### src/rtl/spba_pkg.sv
// shared constants, codes and word types of the segment pool bump allocator
package spba_pkg;

    localparam int unsigned SEGMENT_BYTES_DEF = 8192;
    localparam int unsigned MAX_SEGMENTS_DEF  = 64;

    localparam int unsigned KIND_W   = 1;
    localparam int unsigned SIZE_W   = 14;
    localparam int unsigned ADDR_W   = 19;
    localparam int unsigned STATUS_W = 2;
    localparam int unsigned CNT_W    = 10;
    // rounded size of a 14 bit request needs one more bit
    localparam int unsigned RND_W    = SIZE_W + 1;

    localparam int unsigned RESERVED_BYTES = 4;
    localparam int unsigned ROUND_ADD      = 15;
    localparam logic [CNT_W-1:0] COUNT_MAX = '1;

    localparam logic [KIND_W-1:0] KIND_ALLOC = 1'b0;
    localparam logic [KIND_W-1:0] KIND_FREE  = 1'b1;

    localparam logic [STATUS_W-1:0] ST_OK        = 2'd0;
    localparam logic [STATUS_W-1:0] ST_EXHAUSTED = 2'd1;
    localparam logic [STATUS_W-1:0] ST_TOO_LARGE = 2'd2;
    localparam logic [STATUS_W-1:0] ST_BAD_FREE  = 2'd3;

    typedef struct packed {
        logic [KIND_W-1:0] kind;
        logic [SIZE_W-1:0] alloc_size;
        logic [ADDR_W-1:0] free_address;
    } req_t;

    typedef struct packed {
        logic [ADDR_W-1:0]   granted_address;
        logic [STATUS_W-1:0] status;
    } rsp_t;

endpackage

### src/rtl/spba_req_if.sv
// request channel of the allocator
interface spba_req_if;
    logic          valid;
    logic          ready;
    spba_pkg::req_t data;

    modport source (output valid, output data, input ready);
    modport sink (input valid, input data, output ready);
endinterface

### src/rtl/spba_rsp_if.sv
// response channel of the allocator
interface spba_rsp_if;
    logic          valid;
    logic          ready;
    spba_pkg::rsp_t data;

    modport source (output valid, output data, input ready);
    modport sink (input valid, input data, output ready);
endinterface

### src/rtl/spba_count_store.sv
// live count memory with per-segment zero flags and first-empty-segment search
module spba_count_store #(
    parameter int unsigned MAX_SEGMENTS = spba_pkg::MAX_SEGMENTS_DEF,
    parameter int unsigned SEG_W        = 6,
    parameter int unsigned OPEN_W       = 7
) (
    input  logic                       clk,
    input  logic                       rst_n,
    input  logic                       rd_en,
    input  logic [SEG_W-1:0]           rd_idx,
    output logic [spba_pkg::CNT_W-1:0] rd_count,
    input  logic                       wr_en,
    input  logic [SEG_W-1:0]           wr_idx,
    input  logic [spba_pkg::CNT_W-1:0] wr_count,
    input  logic [OPEN_W-1:0]          opened,
    output logic                       free_found,
    output logic [SEG_W-1:0]           free_idx
);

    logic [spba_pkg::CNT_W-1:0] mem [MAX_SEGMENTS];
    logic [spba_pkg::CNT_W-1:0] rd_data_reg;
    logic                       rd_zero_reg;
    logic [MAX_SEGMENTS-1:0]    zero_reg;

    always_ff @(posedge clk)
    begin
        if (wr_en)
        begin
            mem[wr_idx] <= wr_count;
        end
        if (rd_en)
        begin
            rd_data_reg <= mem[rd_idx];
        end
    end

    // a set zero flag overrides the memory, so the memory needs no clearing
    always_ff @(posedge clk or negedge rst_n)
    begin
        if (!rst_n)
        begin
            zero_reg    <= '1;
            rd_zero_reg <= 1'b1;
        end
        else
        begin
            if (wr_en)
            begin
                zero_reg[wr_idx] <= (wr_count == '0);
            end
            if (rd_en)
            begin
                rd_zero_reg <= zero_reg[rd_idx];
            end
        end
    end

    assign rd_count = rd_zero_reg ? '0 : rd_data_reg;

    // lowest opened segment with no live allocations
    always_comb
    begin
        free_found = 1'b0;
        free_idx   = '0;
        for (int i = MAX_SEGMENTS - 1; i >= 0; i--)
        begin
            if (zero_reg[i] && (OPEN_W'(i) < opened))
            begin
                free_found = 1'b1;
                free_idx   = SEG_W'(i);
            end
        end
    end

endmodule

### src/rtl/segment_pool_bump_allocator_core.sv
// top level of the segment pool bump allocator
//
//  channel | dir | handshake     | word
//  req     | in  | valid / ready | kind, alloc_size, free_address
//  rsp     | out | valid / ready | granted_address, status
//
// one item at a time; an allocate that fits the active segment, is too large or
// finds the pool exhausted ends in S_EVAL, one that moves to another segment in
// S_MOVE, a free in S_FEVAL after the address divide in S_FDIV and the count read.
// results wait in an output register; the next request is taken meanwhile.
// reset: segment 0 open at offset 4, all counts zero through the zero flags.
// a stalled output holds the item in progress at its last step.
module segment_pool_bump_allocator_core #(
    parameter int unsigned SEGMENT_BYTES = spba_pkg::SEGMENT_BYTES_DEF,
    parameter int unsigned MAX_SEGMENTS  = spba_pkg::MAX_SEGMENTS_DEF
) (
    input  logic       clk,
    input  logic       rst_n,
    spba_req_if.sink   req,
    spba_rsp_if.source rsp
);

    localparam int unsigned ADDR_W   = spba_pkg::ADDR_W;
    localparam int unsigned CNT_W    = spba_pkg::CNT_W;
    localparam int unsigned RND_W    = spba_pkg::RND_W;
    localparam int unsigned STATUS_W = spba_pkg::STATUS_W;
    localparam int unsigned SEG_W    = (MAX_SEGMENTS > 1) ? $clog2(MAX_SEGMENTS) : 1;
    localparam int unsigned OPEN_W   = $clog2(MAX_SEGMENTS + 1);
    localparam int unsigned OFF_W    = $clog2(SEGMENT_BYTES + 1);
    localparam int unsigned SUM_W    = ((OFF_W > RND_W) ? OFF_W : RND_W) + 1;
    localparam int unsigned MB_W     = ADDR_W + OFF_W;

    // address / SEGMENT_BYTES as a multiply by a rounded-up reciprocal, exact below 2^19
    localparam int unsigned RECIP_SHIFT = 36;
    localparam int unsigned RECIP_W     = 31;
    localparam logic [63:0] RECIP =
        ((64'd1 << RECIP_SHIFT) + 64'(SEGMENT_BYTES) - 64'd1) / 64'(SEGMENT_BYTES);
    localparam int unsigned PROD_W = ADDR_W + RECIP_W;
    localparam int unsigned QUOT_W = PROD_W - RECIP_SHIFT;

    localparam logic [2:0] S_IDLE  = 3'd0;
    localparam logic [2:0] S_EVAL  = 3'd1;
    localparam logic [2:0] S_MOVE  = 3'd2;
    localparam logic [2:0] S_FDIV  = 3'd3;
    localparam logic [2:0] S_FEVAL = 3'd4;

    logic [2:0]          state_reg, state_next;
    logic [OPEN_W-1:0]   opened_reg, opened_next;
    logic [SEG_W-1:0]    active_reg, active_next;
    logic [ADDR_W-1:0]   base_reg, base_next;
    logic [OFF_W-1:0]    bump_reg, bump_next;
    logic                out_valid_reg, out_valid_next;

    logic [RND_W-1:0]    rounded_reg, rounded_next;
    logic                too_large_reg, too_large_next;
    logic [PROD_W-1:0]   quot_prod_reg, quot_prod_next;
    logic                in_range_reg, in_range_next;
    logic [SEG_W-1:0]    fidx_reg, fidx_next;
    logic [SEG_W-1:0]    new_seg_reg, new_seg_next;
    logic [ADDR_W-1:0]   out_addr_reg, out_addr_next;
    logic [STATUS_W-1:0] out_status_reg, out_status_next;

    logic                rd_en;
    logic [SEG_W-1:0]    rd_idx;
    logic [CNT_W-1:0]    rd_count;
    logic                wr_en;
    logic [SEG_W-1:0]    wr_idx;
    logic [CNT_W-1:0]    wr_count;
    logic                free_found;
    logic [SEG_W-1:0]    free_idx;

    logic                out_free;
    logic [RND_W-1:0]    rnd_sum;
    logic [RND_W-1:0]    rnd_in;
    logic [SUM_W-1:0]    bump_sum;
    logic [SUM_W-1:0]    move_sum;
    logic                fits;
    logic [MB_W-1:0]     move_base_full;
    logic [ADDR_W-1:0]   move_base;
    logic [QUOT_W-1:0]   quot;
    logic                quot_in_range;

    spba_count_store #(
        .MAX_SEGMENTS (MAX_SEGMENTS),
        .SEG_W        (SEG_W),
        .OPEN_W       (OPEN_W)
    ) u_store (
        .clk        (clk),
        .rst_n      (rst_n),
        .rd_en      (rd_en),
        .rd_idx     (rd_idx),
        .rd_count   (rd_count),
        .wr_en      (wr_en),
        .wr_idx     (wr_idx),
        .wr_count   (wr_count),
        .opened     (opened_reg),
        .free_found (free_found),
        .free_idx   (free_idx)
    );

    assign req.ready = (state_reg == S_IDLE);
    assign rsp.valid = out_valid_reg;
    assign rsp.data.granted_address = out_addr_reg;
    assign rsp.data.status = out_status_reg;

    assign out_free = !out_valid_reg || rsp.ready;

    // round up to a multiple of 16
    assign rnd_sum = RND_W'(req.data.alloc_size) + RND_W'(spba_pkg::ROUND_ADD);
    assign rnd_in  = {rnd_sum[RND_W-1:4], 4'b0000};

    assign bump_sum = SUM_W'(bump_reg) + SUM_W'(rounded_reg);
    assign move_sum = SUM_W'(spba_pkg::RESERVED_BYTES) + SUM_W'(rounded_reg);
    assign fits     = (bump_sum <= SUM_W'(SEGMENT_BYTES)) && (rd_count != spba_pkg::COUNT_MAX);

    assign move_base_full = MB_W'(new_seg_reg) * MB_W'(SEGMENT_BYTES);
    assign move_base      = move_base_full[ADDR_W-1:0];

    assign quot          = quot_prod_reg[PROD_W-1:RECIP_SHIFT];
    assign quot_in_range = (quot < QUOT_W'(opened_reg));

    always_comb
    begin
        state_next      = state_reg;
        opened_next     = opened_reg;
        active_next     = active_reg;
        base_next       = base_reg;
        bump_next       = bump_reg;
        out_valid_next  = out_valid_reg;
        rounded_next    = rounded_reg;
        too_large_next  = too_large_reg;
        quot_prod_next  = quot_prod_reg;
        in_range_next   = in_range_reg;
        fidx_next       = fidx_reg;
        new_seg_next    = new_seg_reg;
        out_addr_next   = out_addr_reg;
        out_status_next = out_status_reg;
        rd_en           = 1'b0;
        rd_idx          = '0;
        wr_en           = 1'b0;
        wr_idx          = '0;
        wr_count        = '0;

        if (out_valid_reg && rsp.ready)
        begin
            out_valid_next = 1'b0;
        end

        unique case (state_reg)
            S_IDLE:
            begin
                if (req.valid)
                begin
                    rounded_next   = rnd_in;
                    too_large_next = (SUM_W'(rnd_in) + SUM_W'(spba_pkg::RESERVED_BYTES))
                                     > SUM_W'(SEGMENT_BYTES);
                    quot_prod_next = PROD_W'(req.data.free_address)
                                     * PROD_W'(RECIP[RECIP_W-1:0]);
                    if (req.data.kind == spba_pkg::KIND_FREE)
                    begin
                        state_next = S_FDIV;
                    end
                    else
                    begin
                        rd_en      = 1'b1;
                        rd_idx     = active_reg;
                        state_next = S_EVAL;
                    end
                end
            end
            S_EVAL:
            begin
                if (out_free)
                begin
                    priority if (too_large_reg)
                    begin
                        out_valid_next  = 1'b1;
                        out_addr_next   = '0;
                        out_status_next = spba_pkg::ST_TOO_LARGE;
                        state_next      = S_IDLE;
                    end
                    else if (fits)
                    begin
                        wr_en           = 1'b1;
                        wr_idx          = active_reg;
                        wr_count        = rd_count + CNT_W'(1);
                        bump_next       = bump_sum[OFF_W-1:0];
                        out_valid_next  = 1'b1;
                        out_addr_next   = base_reg + ADDR_W'(bump_reg);
                        out_status_next = spba_pkg::ST_OK;
                        state_next      = S_IDLE;
                    end
                    else if (free_found)
                    begin
                        new_seg_next = free_idx;
                        state_next   = S_MOVE;
                    end
                    else if (opened_reg < OPEN_W'(MAX_SEGMENTS))
                    begin
                        new_seg_next = opened_reg[SEG_W-1:0];
                        opened_next  = opened_reg + OPEN_W'(1);
                        state_next   = S_MOVE;
                    end
                    else
                    begin
                        out_valid_next  = 1'b1;
                        out_addr_next   = '0;
                        out_status_next = spba_pkg::ST_EXHAUSTED;
                        state_next      = S_IDLE;
                    end
                end
            end
            S_MOVE:
            begin
                // target segment has no live allocations: its count becomes one
                if (out_free)
                begin
                    wr_en           = 1'b1;
                    wr_idx          = new_seg_reg;
                    wr_count        = CNT_W'(1);
                    active_next     = new_seg_reg;
                    base_next       = move_base;
                    bump_next       = move_sum[OFF_W-1:0];
                    out_valid_next  = 1'b1;
                    out_addr_next   = move_base + ADDR_W'(spba_pkg::RESERVED_BYTES);
                    out_status_next = spba_pkg::ST_OK;
                    state_next      = S_IDLE;
                end
            end
            S_FDIV:
            begin
                rd_en         = quot_in_range;
                rd_idx        = quot_in_range ? quot[SEG_W-1:0] : '0;
                in_range_next = quot_in_range;
                fidx_next     = quot[SEG_W-1:0];
                state_next    = S_FEVAL;
            end
            S_FEVAL:
            begin
                if (out_free)
                begin
                    out_valid_next = 1'b1;
                    out_addr_next  = '0;
                    if (!in_range_reg || (rd_count == '0))
                    begin
                        out_status_next = spba_pkg::ST_BAD_FREE;
                    end
                    else
                    begin
                        wr_en           = 1'b1;
                        wr_idx          = fidx_reg;
                        wr_count        = rd_count - CNT_W'(1);
                        out_status_next = spba_pkg::ST_OK;
                    end
                    state_next = S_IDLE;
                end
            end
            default:
            begin
                state_next = S_IDLE;
            end
        endcase
    end

    always_ff @(posedge clk or negedge rst_n)
    begin
        if (!rst_n)
        begin
            state_reg     <= S_IDLE;
            opened_reg    <= OPEN_W'(1);
            active_reg    <= '0;
            base_reg      <= '0;
            bump_reg      <= OFF_W'(spba_pkg::RESERVED_BYTES);
            out_valid_reg <= 1'b0;
        end
        else
        begin
            state_reg     <= state_next;
            opened_reg    <= opened_next;
            active_reg    <= active_next;
            base_reg      <= base_next;
            bump_reg      <= bump_next;
            out_valid_reg <= out_valid_next;
        end
    end

    always_ff @(posedge clk)
    begin
        rounded_reg    <= rounded_next;
        too_large_reg  <= too_large_next;
        quot_prod_reg  <= quot_prod_next;
        in_range_reg   <= in_range_next;
        fidx_reg       <= fidx_next;
        new_seg_reg    <= new_seg_next;
        out_addr_reg   <= out_addr_next;
        out_status_reg <= out_status_next;
    end

`ifndef SYNTH
    a_bump_in_segment: assert property (@(posedge clk) disable iff (!rst_n)
        SUM_W'(bump_reg) <= SUM_W'(SEGMENT_BYTES))
        else $error("bump offset beyond segment end");

    a_opened_bounds: assert property (@(posedge clk) disable iff (!rst_n)
        (opened_reg != '0) && (opened_reg <= OPEN_W'(MAX_SEGMENTS)))
        else $error("opened segment count out of bounds");

    a_active_opened: assert property (@(posedge clk) disable iff (!rst_n)
        OPEN_W'(active_reg) < opened_reg)
        else $error("active segment not opened");

    a_no_rd_wr_overlap: assert property (@(posedge clk) disable iff (!rst_n)
        !(rd_en && wr_en))
        else $error("count memory read and write in the same cycle");

    a_refused_no_addr: assert property (@(posedge clk) disable iff (!rst_n)
        out_valid_reg && (out_status_reg != spba_pkg::ST_OK) |-> (out_addr_reg == '0))
        else $error("refused item carries an address");
`endif

endmodule

### src/flat_wrapper.sv
// flat-port wrapper written by rule: the top's interface ports become plain ports
module segment_pool_bump_allocator_core_flat 
#(
    parameter int unsigned SEGMENT_BYTES = spba_pkg::SEGMENT_BYTES_DEF,
    parameter int unsigned MAX_SEGMENTS  = spba_pkg::MAX_SEGMENTS_DEF
)
  (clk, rst_n, req_valid, req_data, req_ready, rsp_valid, rsp_data, rsp_ready);
  spba_req_if req_i ();
  spba_rsp_if rsp_i ();
  input  logic clk;
  input  logic rst_n;
  input wire logic [$bits(req_i.valid)-1:0] req_valid;
  input wire logic [$bits(req_i.data)-1:0] req_data;
  output wire logic [$bits(req_i.ready)-1:0] req_ready;
  output wire logic [$bits(rsp_i.valid)-1:0] rsp_valid;
  output wire logic [$bits(rsp_i.data)-1:0] rsp_data;
  input wire logic [$bits(rsp_i.ready)-1:0] rsp_ready;
  assign req_i.valid = req_valid;
  assign req_i.data = req_data;
  assign req_ready = req_i.ready;
  assign rsp_valid = rsp_i.valid;
  assign rsp_data = rsp_i.data;
  assign rsp_i.ready = rsp_ready;
  segment_pool_bump_allocator_core #(.SEGMENT_BYTES(SEGMENT_BYTES), .MAX_SEGMENTS(MAX_SEGMENTS)) u_core (.clk(clk), .rst_n(rst_n), .req(req_i), .rsp(rsp_i));
endmodule
### config.mk
export PLATFORM = sky130hd
export DESIGN_NAME = segment_pool_bump_allocator_core_flat
export DESIGN_NICKNAME = d
export VERILOG_FILES = /design/src/rtl/spba_pkg.sv /design/src/rtl/spba_req_if.sv /design/src/rtl/spba_rsp_if.sv /design/src/rtl/spba_count_store.sv /design/src/rtl/segment_pool_bump_allocator_core.sv /design/src/flat_wrapper.sv
export SDC_FILE = /design/constraint.sdc
export NUM_CORES = 1
export LEC_CHECK = 0
export BUFFER_PORTS_ARGS = -buffer_cell sky130_fd_sc_hd__buf_2
export CAP_MARGIN = 10
export CORE_MARGIN = 2
export CORE_UTILIZATION = 45
export DETAILED_ROUTE_END_ITERATION = 12
export GPL_ROUTABILITY_DRIVEN = 0
export PLACE_DENSITY_LB_ADDON = 0.2
export SLEW_MARGIN = 20
export SYNTH_ARGS = -nofsm -noshare
export SYNTH_HDL_FRONTEND = slang
export SYNTH_SLANG_ARGS = --single-unit
### constraint.sdc
create_clock -name clk -period 7.3 [get_ports clk]
set_clock_uncertainty 0.2 [all_clocks]
set_input_delay 0.73 -clock clk [delete_from_list [all_inputs] [get_ports clk]]
set_output_delay 0.73 -clock clk [all_outputs]
set_load 0.01 [all_outputs]
# Yosys cells after proc, flatten, opt, wreduce, memory -nomap -nowiden
# Memories as Yosys holds them, arrays and structs flattened. A register that Yosys moved wholly into a read port is not among the register bits.
# Cells that the tools add are included.
# totals
output_inout_bits,23
memories,1
word_cells,403
ramBits,640
inputBits,38
regBits,161
# op_classes
reduce_logical,85
bitwise_logic,3
order_cmp,71
n_mux,205
addsub,9
eq_ne,14
# mem_list
memory,depth,word_bits,read_ports,rd_ports_with_merged_regs,write_ports,line,rtl
u_core.u_store.mem,64,10,1,1,1,spba_count_store.sv:20,logic [spba_pkg::CNT_W-1:0] mem [MAX_SEGMENTS];
# ops
op,count
6-bit 2-to-1 mux,75
6-bit by 7-bit less-than comparator with 1-bit output (first input constant),32
19-bit 2-to-1 mux,7
5-bit by 7-bit less-than comparator with 1-bit output (first input constant),16
1-bit 2-to-1 mux,84
1-bit logical AND,67
64-bit bitwise mux,1
10-bit 2-to-1 mux,6
19-bit one-hot mux with 3 select lines,1
4-bit by 7-bit less-than comparator with 1-bit output (first input constant),8
14-bit 2-to-1 mux,4
10-bit one-hot mux with 3 select lines,1
3-bit by 7-bit less-than comparator with 1-bit output (first input constant),4
14-bit one-hot mux with 2 select lines,1
10-bit logical NOT,2
2-bit 2-to-1 mux,10
19-bit by 14-bit adder with 19-bit output,1
19-bit by 3-bit adder with 19-bit output (second input constant),1
3-bit 2-to-1 mux,6
6-bit one-hot mux with 3 select lines,1
14-bit by 15-bit adder with 16-bit output,1
15-bit by 3-bit adder with 16-bit output (second input constant),1
16-bit by 14-bit greater-than comparator with 1-bit output (second input constant),1
16-bit by 14-bit <= comparator with 1-bit output (second input constant),1
37 further kinds,55

# Longest topological paths before layout
# Gate-level depths: netlist of the first run.
# logic_depth
ltp_word,71
depth_mapped,18
mapped_depth_nobuf,14

# Hierarchy
# Synthesis of the first run repeated with hierarchy kept, for this count alone.
# unflattened
cells_unflattened,1937
hier_area_um2,34325.4
# modules_own_cells
module,area_per_inst_um2,instances,seq_area_each_um2,cells_per_inst
spba_count_store,29744.8,1,21226.6,1485
segment_pool_bump_allocator_core,4580.6,1,2174.6,452

# Least setup slack after synthesis of the first run
# OpenSTA, ideal clock, no wires.
# synth_timing
path_type,register to register
start,register u_core.bump_reg[4]
end,memory u_core.u_store.mem[0][5] (netlist name) (data pin)
required_time_ps,6398
synth_period_minus_slack_ps,6290
path_stages_with_launch,13
arrival_time_ps,5388
setup_ps,702
n_path_buf,0
path_slack_ps,1010
cell_sequence,dfrtp_1 ha_1 inv_1 fa_1 nand2b_1 a21oi_1 xor2_1 or3_1 or3_1 o31ai_1 and2_1 nand2_1 o21ai_0
# synth_between
elab_chain_cells,7
# synth_rtl
item,line,rtl
from (decl),segment_pool_bump_allocator_core.sv:51,"logic [OFF_W-1:0] bump_reg, bump_next;"
from (signal assigned),segment_pool_bump_allocator_core.sv:273,bump_reg <= OFF_W'(spba_pkg::RESERVED_BYTES);
from (signal assigned),segment_pool_bump_allocator_core.sv:282,bump_reg <= bump_next;
14-bit by 15-bit adder with 16-bit output,segment_pool_bump_allocator_core.sv:112,assign bump_sum = SUM_W'(bump_reg) + SUM_W'(rounded_reg);
16-bit by 14-bit <= comparator with 1-bit output,segment_pool_bump_allocator_core.sv:114,assign fits = (bump_sum <= SUM_W'(SEGMENT_BYTES)) && (rd_count != spba_pkg::COUNT_MAX);
1-bit logical AND,segment_pool_bump_allocator_core.sv:114,
10-bit 2-to-1 mux,segment_pool_bump_allocator_core.sv:182,else if (fits)
10-bit 2-to-1 mux,segment_pool_bump_allocator_core.sv:175,priority if (too_large_reg)
10-bit 2-to-1 mux,segment_pool_bump_allocator_core.sv:173,if (out_free)
10-bit one-hot mux with 3 select lines,segment_pool_bump_allocator_core.sv:149,unique case (state_reg)
"via u_core.u_store.wr_count, one bit",spba_count_store.sv:14,"input logic [spba_pkg::CNT_W-1:0] wr_count,"
to (decl),spba_count_store.sv:20,
# The timed path passes the listed nets, and every way through them passes these cells.

# Worst setup path in the final report of the first run
# layout_timing
start,register u_core.rounded_reg[4]
end,register u_core.u_store.zero_reg[9]
# layout_between
elab_chain_cells,12
elab_cells_between_ends,22
classes_between,add/sub: 1; order compare: 3; mux: 15; reduce/logical: 3
# layout_rtl
item,line,rtl
from (decl),segment_pool_bump_allocator_core.sv:54,"logic [RND_W-1:0] rounded_reg, rounded_next;"
from (signal assigned),segment_pool_bump_allocator_core.sv:289,rounded_reg <= rounded_next;
14-bit by 15-bit adder with 16-bit output (*),segment_pool_bump_allocator_core.sv:112,
16-bit by 14-bit <= comparator with 1-bit output (*),segment_pool_bump_allocator_core.sv:114,
1-bit logical AND (*),segment_pool_bump_allocator_core.sv:114,
6-bit 2-to-1 mux,segment_pool_bump_allocator_core.sv:182,
6-bit 2-to-1 mux,segment_pool_bump_allocator_core.sv:175,
6-bit 2-to-1 mux,segment_pool_bump_allocator_core.sv:173,
6-bit one-hot mux with 3 select lines,segment_pool_bump_allocator_core.sv:149,
6-bit by 7-bit less-than comparator with 1-bit output (implied by the code) or 6-bit by 1-bit >= comparator with 1-bit output (tied branches),spba_count_store.sv:49,zero_reg[wr_idx] <= (wr_count == '0);
1-bit logical AND (implied by the code),spba_count_store.sv:49,
1-bit 2-to-1 mux (implied by the code),spba_count_store.sv:49,
1-bit demux with 6-bit select,spba_count_store.sv:49,
64-bit bitwise mux,spba_count_store.sv:49,
"to (signal, indexed assignment)",spba_count_store.sv:49,
to (decl),spba_count_store.sv:23,logic [MAX_SEGMENTS-1:0] zero_reg;
# Every way passes the cells marked *; elsewhere a longest branch is shown, timed or not.
# A chain may end at the register's enable or synchronous reset.

==> results.txt, run 1 <==
----------------------------------------------------
[Run status]
  Outcome ... finished, final reports clean

[Logic synthesis]
  Mean post-synth cell area ... 11.9 sq um
  Adder-cell share of the synthesized area ... 0.752%
  Number of instances in the synthesized netlist ... 3015
  Commonest register cell after synthesis ... sky130_fd_sc_hd__edfxtp_1
  Sequential-to-total area share from yosys stat ... 65.1%
  Leading area contributor after synthesis ... sky130_fd_sc_hd__edfxtp_1
  Post-synthesis xor/xnor area fraction ... 0.878%
  Fraction of synthesis flops using an asynchronous set or reset pin ... 11.7%
  Syn. warnings ... 0
  Combinational family with the most area after synthesis ... simple AND/OR/NAND/NOR gates
  Post-synthesis compound-gate area fraction ... 10.7%
  Most frequent cell after synthesis ... sky130_fd_sc_hd__nand2_1
  Top post-synthesis cells by count ... 704 x sky130_fd_sc_hd__nand2_1, 699 x sky130_fd_sc_hd__edfxtp_1, 161 x sky130_fd_sc_hd__nand3_1
  Main area contributors after synthesis ... sky130_fd_sc_hd__edfxtp_1 58%, sky130_fd_sc_hd__nand2_1 7.4%, sky130_fd_sc_hd__dfstp_2 4.9%
  EDFF count, synth ... 699
  Synthesized-area fraction occupied by and/or/nand/nor cells ... 16.3%
  Multiplexer share of the synthesized area ... 3.52%
  Flip-flop and latch count after synthesis ... 792
  Number of distinct library cells after synthesis ... 96
  Area of the mapped netlist ... 35900 sq um
  Post-synth top area share ... 58.4%

[Setup path]
  Required time at the endpoint of the critical path ... 7.67 ns
  Largest stage delay, worst path ... 0.91 ns
  Critical-path top delay cell ... sky130_fd_sc_hd__nor2_1
  Kind of end point of the critical path ... register
  Arrival time of data at the critical path endpoint ... 6.21 ns
  Worst Setup Path Type ... reg2reg
  Cells along the critical path ... ha_1 > inv_1 > fa_1 > nand2b_1 > a21oi_1 > xor2_1 > or3_1 > o41ai_2 > and2_1 > a31o_1 > o211ai_2 > nor2_1 > mux2_1
  Critical-path maximum fanout ... 18
  Critical path launch point type ... register
  Beginning of the worst register-to-register path ... u_core.rounded_reg[4]$_DFFE_PP_
  Critical Path Source ... u_core.rounded_reg[4]$_DFFE_PP_

[CTS]
  Post-CTS setup-driven buffer insertion count ... 0
  Resized cells post-CTS ... 0
  Clock network latency to the later pin of the worst-skew pair ... 0.66 ns
  TritonCTS clock tree ... built
  Root buffer cell ... sky130_fd_sc_hd__clkbuf_16
  Clock slew seen by the registers of the worst setup and hold paths ... 0.06 ns
  Maximum clock insertion buffer count ... 3
  Clk sinks ... 792
  H-tree levels ... 3
  Cts-stage hold buffer count ... 1
  Number of buffers added by the clock tree synthesis step ... 85

[Place]
  I/O Buffers ... 44
  Hpwl dp ... 62100 um
  Post-placement worst setup slack ... 1.44 ns
  Cell total after placement ... 3998

[Detailed routing]
  Number of vias in the routed layout ... 24900
  Uppermost metal layer occupied by signal nets ... met5
  First-iteration detailed-routing DRC count ... 2534
  Metal3 WL ... 6650 um
  Average vias per placed instance ... 6.00
  Wire length after detailed routing ... 99300 um
  Antenna viol nets, final ... 0
  Number of design rule violations left after detail routing ... 0
  Average detailed-routed wire length per instance ... 23.9 um
  Routed met2 length ... 47100 um
  Wl on met1 ... 41700 um
  First-pass DRT Iterations ... 5

[Floorplanning]
  I/O pins ... 61
  Die width ... 287 um
  Number of cell rows ... 103
  Overall die area ... 82100 sq um
  Core outline area ... 79000 sq um
  Die boundary height ... 287 um
  Initial Utilization ... 45.5%

[Global route]
  Number of global-route vias before repair ... 24200
  Global-route wire length before repair ... 150000 um
  Tot GR Track Use ... 24.1%
  Number of antenna violations at the first check in global routing ... 7
  Total congestion overflow ... 0
  Pin count of the biggest net entering global routing ... 103

[Finish]
  Fraction of layout cells with a size suffix above 1 ... 13.5%
  Max FFs per register ... 640
  Number of diodes added for antenna fixing ... 0
  Growth of design area from synthesis to finish ... 12.1%
  Final cell utilization of the core ... 51.0%
  Net count reported at finish ... 3096
  Final instance count without filler cells ... 4151
  Fillcell total ... 6775

[Hold path]
  Beginning of the worst hold path ... req_data[15]
  Classification of the worst-slack hold path ... in2reg

[STA]
  Final clock period utilization by the worst path ... 80.0%
  Worst slew pin tran ... 1.08 ns
  Setup repair after global routing missed its margin ... no
  Final critical-path required period ... 5.84 ns
  Final worst slack ... 1.46 ns
  Final Max Tran Viols ... 0
  Final hold violation count ... 0
  Final total negative setup slack ... 0 ns
  Final setup fails ... 0
  Worst max-slew margin expressed relative to the limit ... 27.4%
  Maximum operating frequency ... 171 MHz

[Power]
  PwrDens ... 353 nW/um^2
  Worst IR drop on VDD ... 0.000225 V
  Leak pwr ... 0.0146 uW

[Job]
  Number of maximum-capacitance constraint violations ... 0

----------------------------------------------------
[layer usage]
metal  vias to the layer above  track usage (%)
met1                     12400             32.7
li1                      11300                -
met4                         2             9.07
met5                         -                0
met2                      1001             39.1
met3                       232             3.86
[critical path, delay by kind of cell (launching register included)]
| family | cells | cell delay [ns] |
|---|---|---|
| AND/OR/NAND/NOR | 4 | 2.33 |
| AO/OA/AOI/OAI | 4 | 1.59 |
| adder cells (fa/ha/maj) | 2 | 0.68 |
| multiplexers | 1 | 0.39 |
| flip-flops | 1 | 0.35 |
| XOR/XNOR | 1 | 0.10 |
| buffers and inverters | 1 | 0.08 |
[cell families (layout without fill, tap and decap cells)]
group | Yosys count | after routing
simple gates | 1279 | 1279
flops | 792 | 792
compound gates | 537 | 537
buf+inv | 230 | 314
mux | 119 | 119
xor+xnor | 36 | 36
fa+ha+maj | 21 | 21
other cells | 1 | 3
[power by group]
| part | total, uW | switching, uW | internal (uW) |
|---|---|---|---|
| combinational | 4220 | 2890 | 1330 |
| sequential | 5830 | 315 | 5510 |
| clock | 4150 | 1790 | 2360 |
[path summary, 6_finish.rpt]
check,end,slack (ns),cells past startpoint
hold reg to reg,u_core.u_store.zero_reg[34]$_DFFE_PN1P_,0.30,2
min in group asynchronous,u_core.opened_reg[6]$_DFFE_PN0P_,0.38,2
setup reg to reg,u_core.u_store.zero_reg[9]$_DFFE_PN1P_,1.46,13
hold / removal,u_core.quot_prod_reg[38]$_DFFE_PP_,0.08,1
max in group asynchronous,u_core.u_store.zero_reg[12]$_DFFE_PN1P_,5.37,3
setup / recovery,u_core.u_store.zero_reg[9]$_DFFE_PN1P_,1.46,13
[area by class of cell]
type / instances / area (sq um) / area share [%]
repair buffers: 131 / 1040 / 2.59
multi-input cells: 1995 / 11700 / 29.1
clock inverters: 46 / 465 / 1.16
flip-flops and latches: 792 / 23400 / 58.1
well taps: 1050 / 1310 / 3.26
clock buffers: 105 / 2220 / 5.52
inverters: 32 / 120 / 0.298
[per-stage QoR]
step | power [uW] | hold WS [ns] | cell area [sq um]
2_1_floorplan | 8670 | 0.234 | 35900
3_3_place_gp | 9960 | 0.297 | 37500
3_5_place_dp | 10100 | 0.293 | 37500
4_1_cts | 14200 | 0.0477 | 40200
5_1_grt | 14800 | 0.0515 | 40300
6_report | 14200 | 0.0758 | 40300
[cells in the final DEF, fill, tap and decap left out, types with 14 or more instances in the layout]
cell type	instances
sky130_fd_sc_hd__a211oi_1	50
sky130_fd_sc_hd__a21oi_1	62
sky130_fd_sc_hd__a22o_1	16
sky130_fd_sc_hd__a311oi_1	101
sky130_fd_sc_hd__a31oi_1	37
sky130_fd_sc_hd__and2_1	16
sky130_fd_sc_hd__and3_1	114
sky130_fd_sc_hd__buf_2	43
sky130_fd_sc_hd__buf_4	75
sky130_fd_sc_hd__clkbuf_1	18
sky130_fd_sc_hd__clkbuf_16	85
sky130_fd_sc_hd__clkinv_1	14
sky130_fd_sc_hd__clkinv_2	16
sky130_fd_sc_hd__dfrtp_1	26
sky130_fd_sc_hd__dfstp_2	67
sky130_fd_sc_hd__edfxtp_1	699
sky130_fd_sc_hd__ha_1	20
sky130_fd_sc_hd__inv_1	32
sky130_fd_sc_hd__mux2_1	44
sky130_fd_sc_hd__mux2_2	16
sky130_fd_sc_hd__mux2i_1	59
sky130_fd_sc_hd__nand2_1	703
sky130_fd_sc_hd__nand3_1	161
sky130_fd_sc_hd__nor2_1	112
sky130_fd_sc_hd__nor2_2	18
sky130_fd_sc_hd__nor3_1	39
sky130_fd_sc_hd__o211ai_1	16
sky130_fd_sc_hd__o21ai_0	131
sky130_fd_sc_hd__xnor2_1	21
sky130_fd_sc_hd__xor2_1	15
Note: power is estimated with default switching activity, not from simulation.
==> inputs of run 2 (changes only) <==
Clock period 7.3 ns to 6 ns, I/O delays scaled along.
==> results.txt, run 2 (synthesis results as in run 1) <==
----------------------------------------------------
[Power]
  Leak pwr ... 0.0149 uW
  PwrDens ... 429 nW/um^2
  Worst IR drop on VDD ... 0.000260 V

[Detailed routing]
  Number of vias in the routed layout ... 25000
  Number of design rule violations left after detail routing ... 0
  First-pass DRT Iterations ... 6
  Average vias per placed instance ... 5.92
  Average detailed-routed wire length per instance ... 23.3 um
  Antenna viol nets, final ... 0
  First-iteration detailed-routing DRC count ... 2710
  Wire length after detailed routing ... 98500 um

[STA]
  Final Max Tran Viols ... 0
  Final hold violation count ... 0
  Final setup fails ... 0
  Worst max-slew margin expressed relative to the limit ... 18.4%
  Maximum operating frequency ... 192 MHz
  Final total negative setup slack ... 0 ns
  Final critical-path required period ... 5.21 ns
  Worst slew pin tran ... 1.22 ns
  Final clock period utilization by the worst path ... 86.9%
  Setup repair after global routing missed its margin ... no
  Final worst slack ... 0.787 ns
  Worst hold-check slack ... 0.0600 ns

[Place]
  Post-placement worst setup slack ... 0.831 ns
  Cell area reported after detailed placement ... 38000 sq um
  I/O Buffers ... 44
  Cell total after placement ... 4056
  Hpwl dp ... 62700 um

[Global route]
  Pin count of the biggest net entering global routing ... 79
  Total congestion overflow ... 0
  Number of antenna violations at the first check in global routing ... 6
  Number of global-route vias before repair ... 23900
  Tot GR Track Use ... 23.8%
  Global-route wire length before repair ... 149000 um

[Floorplanning]
  Core outline area ... 79000 sq um
  Initial Utilization ... 45.5%
  Overall die area ... 82100 sq um
  Number of cell rows ... 103
  Die boundary height ... 287 um
  Die width ... 287 um
  I/O pins ... 61

[Setup path]
  Cells along the critical path ... ha_1 > inv_1 > fa_1 > nand2b_1 > a21oi_1 > xor2_1 > or3_1 > o41ai_2 > and2_1 > a31oi_2 > nand3b_2 > nor2_1
  Critical path launch point type ... register
  Kind of end point of the critical path ... register
  Critical-path maximum fanout ... 13
  Worst Setup Path Type ... reg2reg
  Buf+Inv Stages, Crit Path ... 1
  Required time at the endpoint of the critical path ... 6.06 ns
  Cell family with most CP delay ... simple AND/OR/NAND/NOR gates
  Flop2flop setup slack ... 0.79 ns
  Critical-path top delay cell ... sky130_fd_sc_hd__nor2_1
  Arrival time of data at the critical path endpoint ... 5.27 ns
  Largest stage delay, worst path ... 0.76 ns

[Finish]
  Most frequent standard cell in the layout excluding fill and tap cells ... sky130_fd_sc_hd__nand2_1
  Max FFs per register ... 640
  Growth of design area from synthesis to finish ... 13.6%
  Area of all placed cells without fillers ... 40800 sq um
  Number of diodes added for antenna fixing ... 0
  Final instance count without filler cells ... 4221
  Net count reported at finish ... 3160
  Fraction of layout cells with a size suffix above 1 ... 14.8%
  Most used cells in the layout excluding fill and tap cells ... 703 x sky130_fd_sc_hd__nand2_1, 699 x sky130_fd_sc_hd__edfxtp_1, 161 x sky130_fd_sc_hd__nand3_1, 131 x sky130_fd_sc_hd__o21ai_0, 129 x sky130_fd_sc_hd__buf_4

[CTS]
  TritonCTS clock tree ... built
  Cts-stage hold buffer count ... 7
  Clock slew seen by the registers of the worst setup and hold paths ... 0.06 ns
  Clk sinks ... 792
  Maximum clock insertion buffer count ... 3
  Number of buffers added by the clock tree synthesis step ... 85
  H-tree levels ... 3
  Post-CTS setup-driven buffer insertion count ... 0
  Root buffer cell ... sky130_fd_sc_hd__clkbuf_16
  Resized cells post-CTS ... 0
  Clock network latency to the later pin of the worst-skew pair ... 0.66 ns

[Run status]
  Outcome ... finished, final reports clean

[Hold path]
  Classification of the worst-slack hold path ... in2reg

[Job]
  Number of maximum-capacitance constraint violations ... 0

----------------------------------------------------
==> run 2: final cells by class <==
class,instances,area [sq um]
Sequential cell,792,23400
Clock inverter,47,477
Multi-Input combinational cell,1995,11700
Clock buffer,110,2260
Timing Repair Buffer,195,1570
Inverter,32,120
Tap cell,1050,1310
Fill cell,6666,38200
==> run 2: path summary, 6_finish.rpt <==
| kind | startpoint | end | depth (start not counted) |
|---|---|---|---|
| setup / recovery | u_core.bump_reg[4]$_DFFE_PN0P_ | u_core.u_store.mem[26][9]$_DFFE_PP_ | 12 |
| setup reg to reg | u_core.bump_reg[4]$_DFFE_PN0P_ | u_core.u_store.mem[26][9]$_DFFE_PP_ | 12 |
| min in group asynchronous | rst_n | u_core.opened_reg[6]$_DFFE_PN0P_ | 2 |
| hold reg to reg | u_core.bump_reg[10]$_DFFE_PN0P_ | u_core.bump_reg[10]$_DFFE_PN0P_ | 2 |
| hold / removal | req_data[24] | u_core.rounded_reg[5]$_DFFE_PP_ | 2 |
| max in group asynchronous | rst_n | u_core.u_store.zero_reg[34]$_DFFE_PN1P_ | 3 |
==> run 2: metal layers <==
layer	track usage, %	share of wire, %	vias up
met1	32.7	42	12400
met5	0	0.013	-
li1	-	-	11400
met2	38.7	48	929
met3	3.78	6.5	213
met4	8.19	3.3	2
==> run 2: through the flow <==
stage	util (%)	power [uW]
floorplan	-	10500
global placement	48.1	12200
global route	51.7	18300
CTS	51.7	17600
finish	51.7	17500
detailed placement	48.1	12400
==> run 2: power breakdown <==
| group | internal, uW | leakage, uW | switching (uW) |
|---|---|---|---|
| Sequential | 6700 | 0.00776 | 386 |
| Combinational | 1750 | 0.00580 | 3510 |
| Clock | 2980 | 0.00133 | 2180 |
==> inputs of run 3 (changes only) <==
Settings changed: ABC_AREA from default to 1.
==> results.txt, run 3 <==
----------------------------------------------------
[Place]
  Cell total after placement ... 3954
  Hpwl dp ... 56000 um
  I/O Buffers ... 44

[STA]
  Final clock period utilization by the worst path ... 89.6%
  Final setup fails ... 0
  Final critical-path required period ... 5.38 ns
  Worst hold-check slack ... 0.0780 ns
  Final total negative setup slack ... 0 ns
  Maximum operating frequency ... 186 MHz
  Worst max-slew margin expressed relative to the limit ... 22.7%
  Worst slew pin tran ... 1.16 ns
  Final hold violation count ... 0
  Setup repair after global routing missed its margin ... no
  Final Max Tran Viols ... 0

[Logic synthesis]
  Mean post-synth cell area ... 11.4 sq um
  Commonest register cell after synthesis ... sky130_fd_sc_hd__edfxtp_1
  Most frequent cell after synthesis ... sky130_fd_sc_hd__edfxtp_1
  Sequential-to-total area share from yosys stat ... 68.5%
  Post-synth top area share ... 61.5%
  Fraction of synthesis flops using an asynchronous set or reset pin ... 11.7%
  Leading area contributor after synthesis ... sky130_fd_sc_hd__edfxtp_1
  Number of instances in the synthesized netlist ... 2994
  Syn. warnings ... 0
  EDFF count, synth ... 699
  Flip-flop and latch count after synthesis ... 792
  Main area contributors after synthesis ... sky130_fd_sc_hd__edfxtp_1 61%, sky130_fd_sc_hd__nor2_1 6.5%, sky130_fd_sc_hd__o21ai_0 5.9%
  Number of distinct library cells after synthesis ... 45
  Top post-synthesis cells by count ... 699 x sky130_fd_sc_hd__edfxtp_1, 594 x sky130_fd_sc_hd__nor2_1, 401 x sky130_fd_sc_hd__o21ai_0
  Area of the mapped netlist ... 34100 sq um

[CTS]
  Clock network latency to the later pin of the worst-skew pair ... 0.64 ns
  Maximum clock insertion buffer count ... 3
  H-tree levels ... 3
  Number of buffers added by the clock tree synthesis step ... 82
  Clk sinks ... 792
  Clock slew seen by the registers of the worst setup and hold paths ... 0.06 ns
  TritonCTS clock tree ... built
  Root buffer cell ... sky130_fd_sc_hd__clkbuf_16

[Global route]
  Number of antenna violations at the first check in global routing ... 1
  Total congestion overflow ... 0
  Tot GR Track Use ... 23.8%
  Number of global-route vias before repair ... 23300
  Pin count of the biggest net entering global routing ... 198
  Global-route wire length before repair ... 141000 um

[Floorplanning]
  Die width ... 279 um
  I/O pins ... 61
  Initial Utilization ... 45.6%
  Number of cell rows ... 100
  Core outline area ... 74800 sq um
  Die boundary height ... 279 um
  Overall die area ... 78100 sq um

[Detailed routing]
  Wire length after detailed routing ... 93500 um
  First-pass DRT Iterations ... 7
  Number of vias in the routed layout ... 24400
  Average vias per placed instance ... 5.94
  Average detailed-routed wire length per instance ... 22.8 um
  Antenna viol nets, final ... 0
  First-iteration detailed-routing DRC count ... 2616
  Number of design rule violations left after detail routing ... 0

[Finish]
  Most frequent standard cell in the layout excluding fill and tap cells ... sky130_fd_sc_hd__edfxtp_1
  Max FFs per register ... 640
  Number of diodes added for antenna fixing ... 0
  Fraction of layout cells with a size suffix above 1 ... 11.6%
  Final instance count without filler cells ... 4110
  Most used cells in the layout excluding fill and tap cells ... 699 x sky130_fd_sc_hd__edfxtp_1, 593 x sky130_fd_sc_hd__nor2_1, 399 x sky130_fd_sc_hd__o21ai_0, 232 x sky130_fd_sc_hd__nand2_1, 161 x sky130_fd_sc_hd__inv_1
  Net count reported at finish ... 3135
  Fillcell total ... 6382
  Growth of design area from synthesis to finish ... 13.5%
  Final cell utilization of the core ... 51.8%

[Setup path]
  Register-to-Register Path Depth ... 19
  Largest stage delay, worst path ... 0.53 ns
  Critical-path maximum fanout ... 14
  Critical path launch point type ... register
  Required time at the endpoint of the critical path ... 6.30 ns
  Flop2flop setup slack ... 0.62 ns
  R2r endpoint ... u_core.opened_reg[4]$_DFFE_PN0P_
  Cells along the critical path ... nor2_2 > inv_1 > nor2_1 > clkinv_1 > nor2_1 > inv_1 > o21ai_0 > nand4_1 > nor4_1 > nand4_1 > inv_1 > nand2_1 > nor2_1 > inv_1 > nor2_1 > nand3_1 > nor2_1 > nand2_1 > xor2_1
  Beginning of the worst register-to-register path ... u_core.opened_reg[6]$_DFFE_PN0P_
  Top cell by count, worst path ... sky130_fd_sc_hd__nor2_1
  Kind of end point of the critical path ... register
  Critical-path top delay cell ... sky130_fd_sc_hd__dfrtp_1
  Worst Setup Path Type ... reg2reg
  Arrival time of data at the critical path endpoint ... 5.67 ns

[Hold path]
  Worst Hold Depth ... 3
  WHS Endpoint ... u_core.state_reg[1]$_DFFE_PN0P_
  Beginning of the worst hold path ... req_data[33]
  Classification of the worst-slack hold path ... in2reg

[Power]
  Worst IR drop on VDD ... 0.000324 V
  PwrDens ... 441 nW/um^2
  Total Power ... 17100 uW
  Leak pwr ... 0.0135 uW

[Run status]
  Outcome ... finished, final reports clean

[Job]
  Number of maximum-capacitance constraint violations ... 0

----------------------------------------------------
## run 3: cell types whose count changed after synthesis, sizes merged, moves of 101 or more
cell / change
nand2: -474
nor2: +464
o21ai: +258
inv: +134
and3: -112
a311oi: -101
## run 3: power breakdown
part	switching [uW]	leakage [uW]	total, uW	internal (uW)
sequential	244	0.00744	7000	6760
clock	2080	0.00128	5010	2930
combinational	3680	0.00478	5070	1390
total	6000	0.0135	17100	11100
## run 3: worst max-delay path: cells and delay by family, from the launching register on
family	cells	cell delay, ns
buffers and inverters	5	1.19
and+or+nand+nor	12	2.76
xor gates and xnor gates	1	0.15
DFF	1	0.53
AOI/OAI and AO/OA	1	0.39
## run 3: area by class of cell
cell class	count	area, sq um	share of cell area (%)
tap	969	1210	3.13
inverter	170	651	1.68
clock buffer	104	2190	5.65
clock inverter	45	452	1.17
sequential	792	23400	60.4
multi-input combinational	1865	9620	24.8
timing repair buffer	165	1210	3.13
## run 3: worst max-delay path by stage
| stage | cells past startpoint | to | startpoint | slack (ns) |
|---|---|---|---|---|
| 3_3_place_gp | 62 | u_core.new_seg_reg[0]$_DFFE_PP_ | u_core.opened_reg[6]$_DFFE_PN0P_ | 0.74 |
| 5_1_grt | 63 | u_core.new_seg_reg[0]$_DFFE_PP_ | u_core.opened_reg[1]$_DFFE_PN0P_ | 0.09 |
| 3_5_place_dp | 19 | u_core.opened_reg[4]$_DFFE_PN0P_ | u_core.opened_reg[6]$_DFFE_PN0P_ | 0.71 |
| 2_1_floorplan | 17 | u_core.u_store.zero_reg[49]$_DFFE_PN1P_ | u_core.u_store.rd_zero_reg$_DFFE_PN1P_ | 0.05 |
| 6_report | 19 | u_core.opened_reg[4]$_DFFE_PN0P_ | u_core.opened_reg[6]$_DFFE_PN0P_ | 0.62 |
| 4_1_cts | 19 | u_core.opened_reg[4]$_DFFE_PN0P_ | u_core.opened_reg[6]$_DFFE_PN0P_ | 0.68 |
## run 3: kinds of logic after synthesis
logic type	count (synthesis)	share of synthesized area (%)
AOI/OAI and AO/OA	835	14.7
xor gates and xnor gates	31	0.795
adders and majority gates	21	0.792
buffers and inverters	339	3.79
DFF	792	68.5
muxes	1	0.0293
other	1	0.0110
and+or+nand+nor	974	11.3
## run 3: layer usage
layer  wire length, um  part of all wire (%)  global-route usage [%]
met1             39200                    42                    32.5
met2             43700                    47                    38.3
met3              7560                   8.1                    4.28
met4              3020                   3.2                    8.39
met5                 0                     0                       0
## run 3: through the flow
stage          worst slack (ns)  area (sq um)
2_1_floorplan            0.0484         34200
5_1_grt                  0.0853         38700
3_3_place_gp              0.738         36000
6_report                  0.624         38700
4_1_cts                   0.683         38700
3_5_place_dp              0.709         36000
## run 3: what timing repair did
action	in CTS	in global routing
hold buffers	7	0
setup endpoints to repair	0	2
gates resized for setup	0	1
endpoints found under the hold margin	25	0
setup buffers	0	0
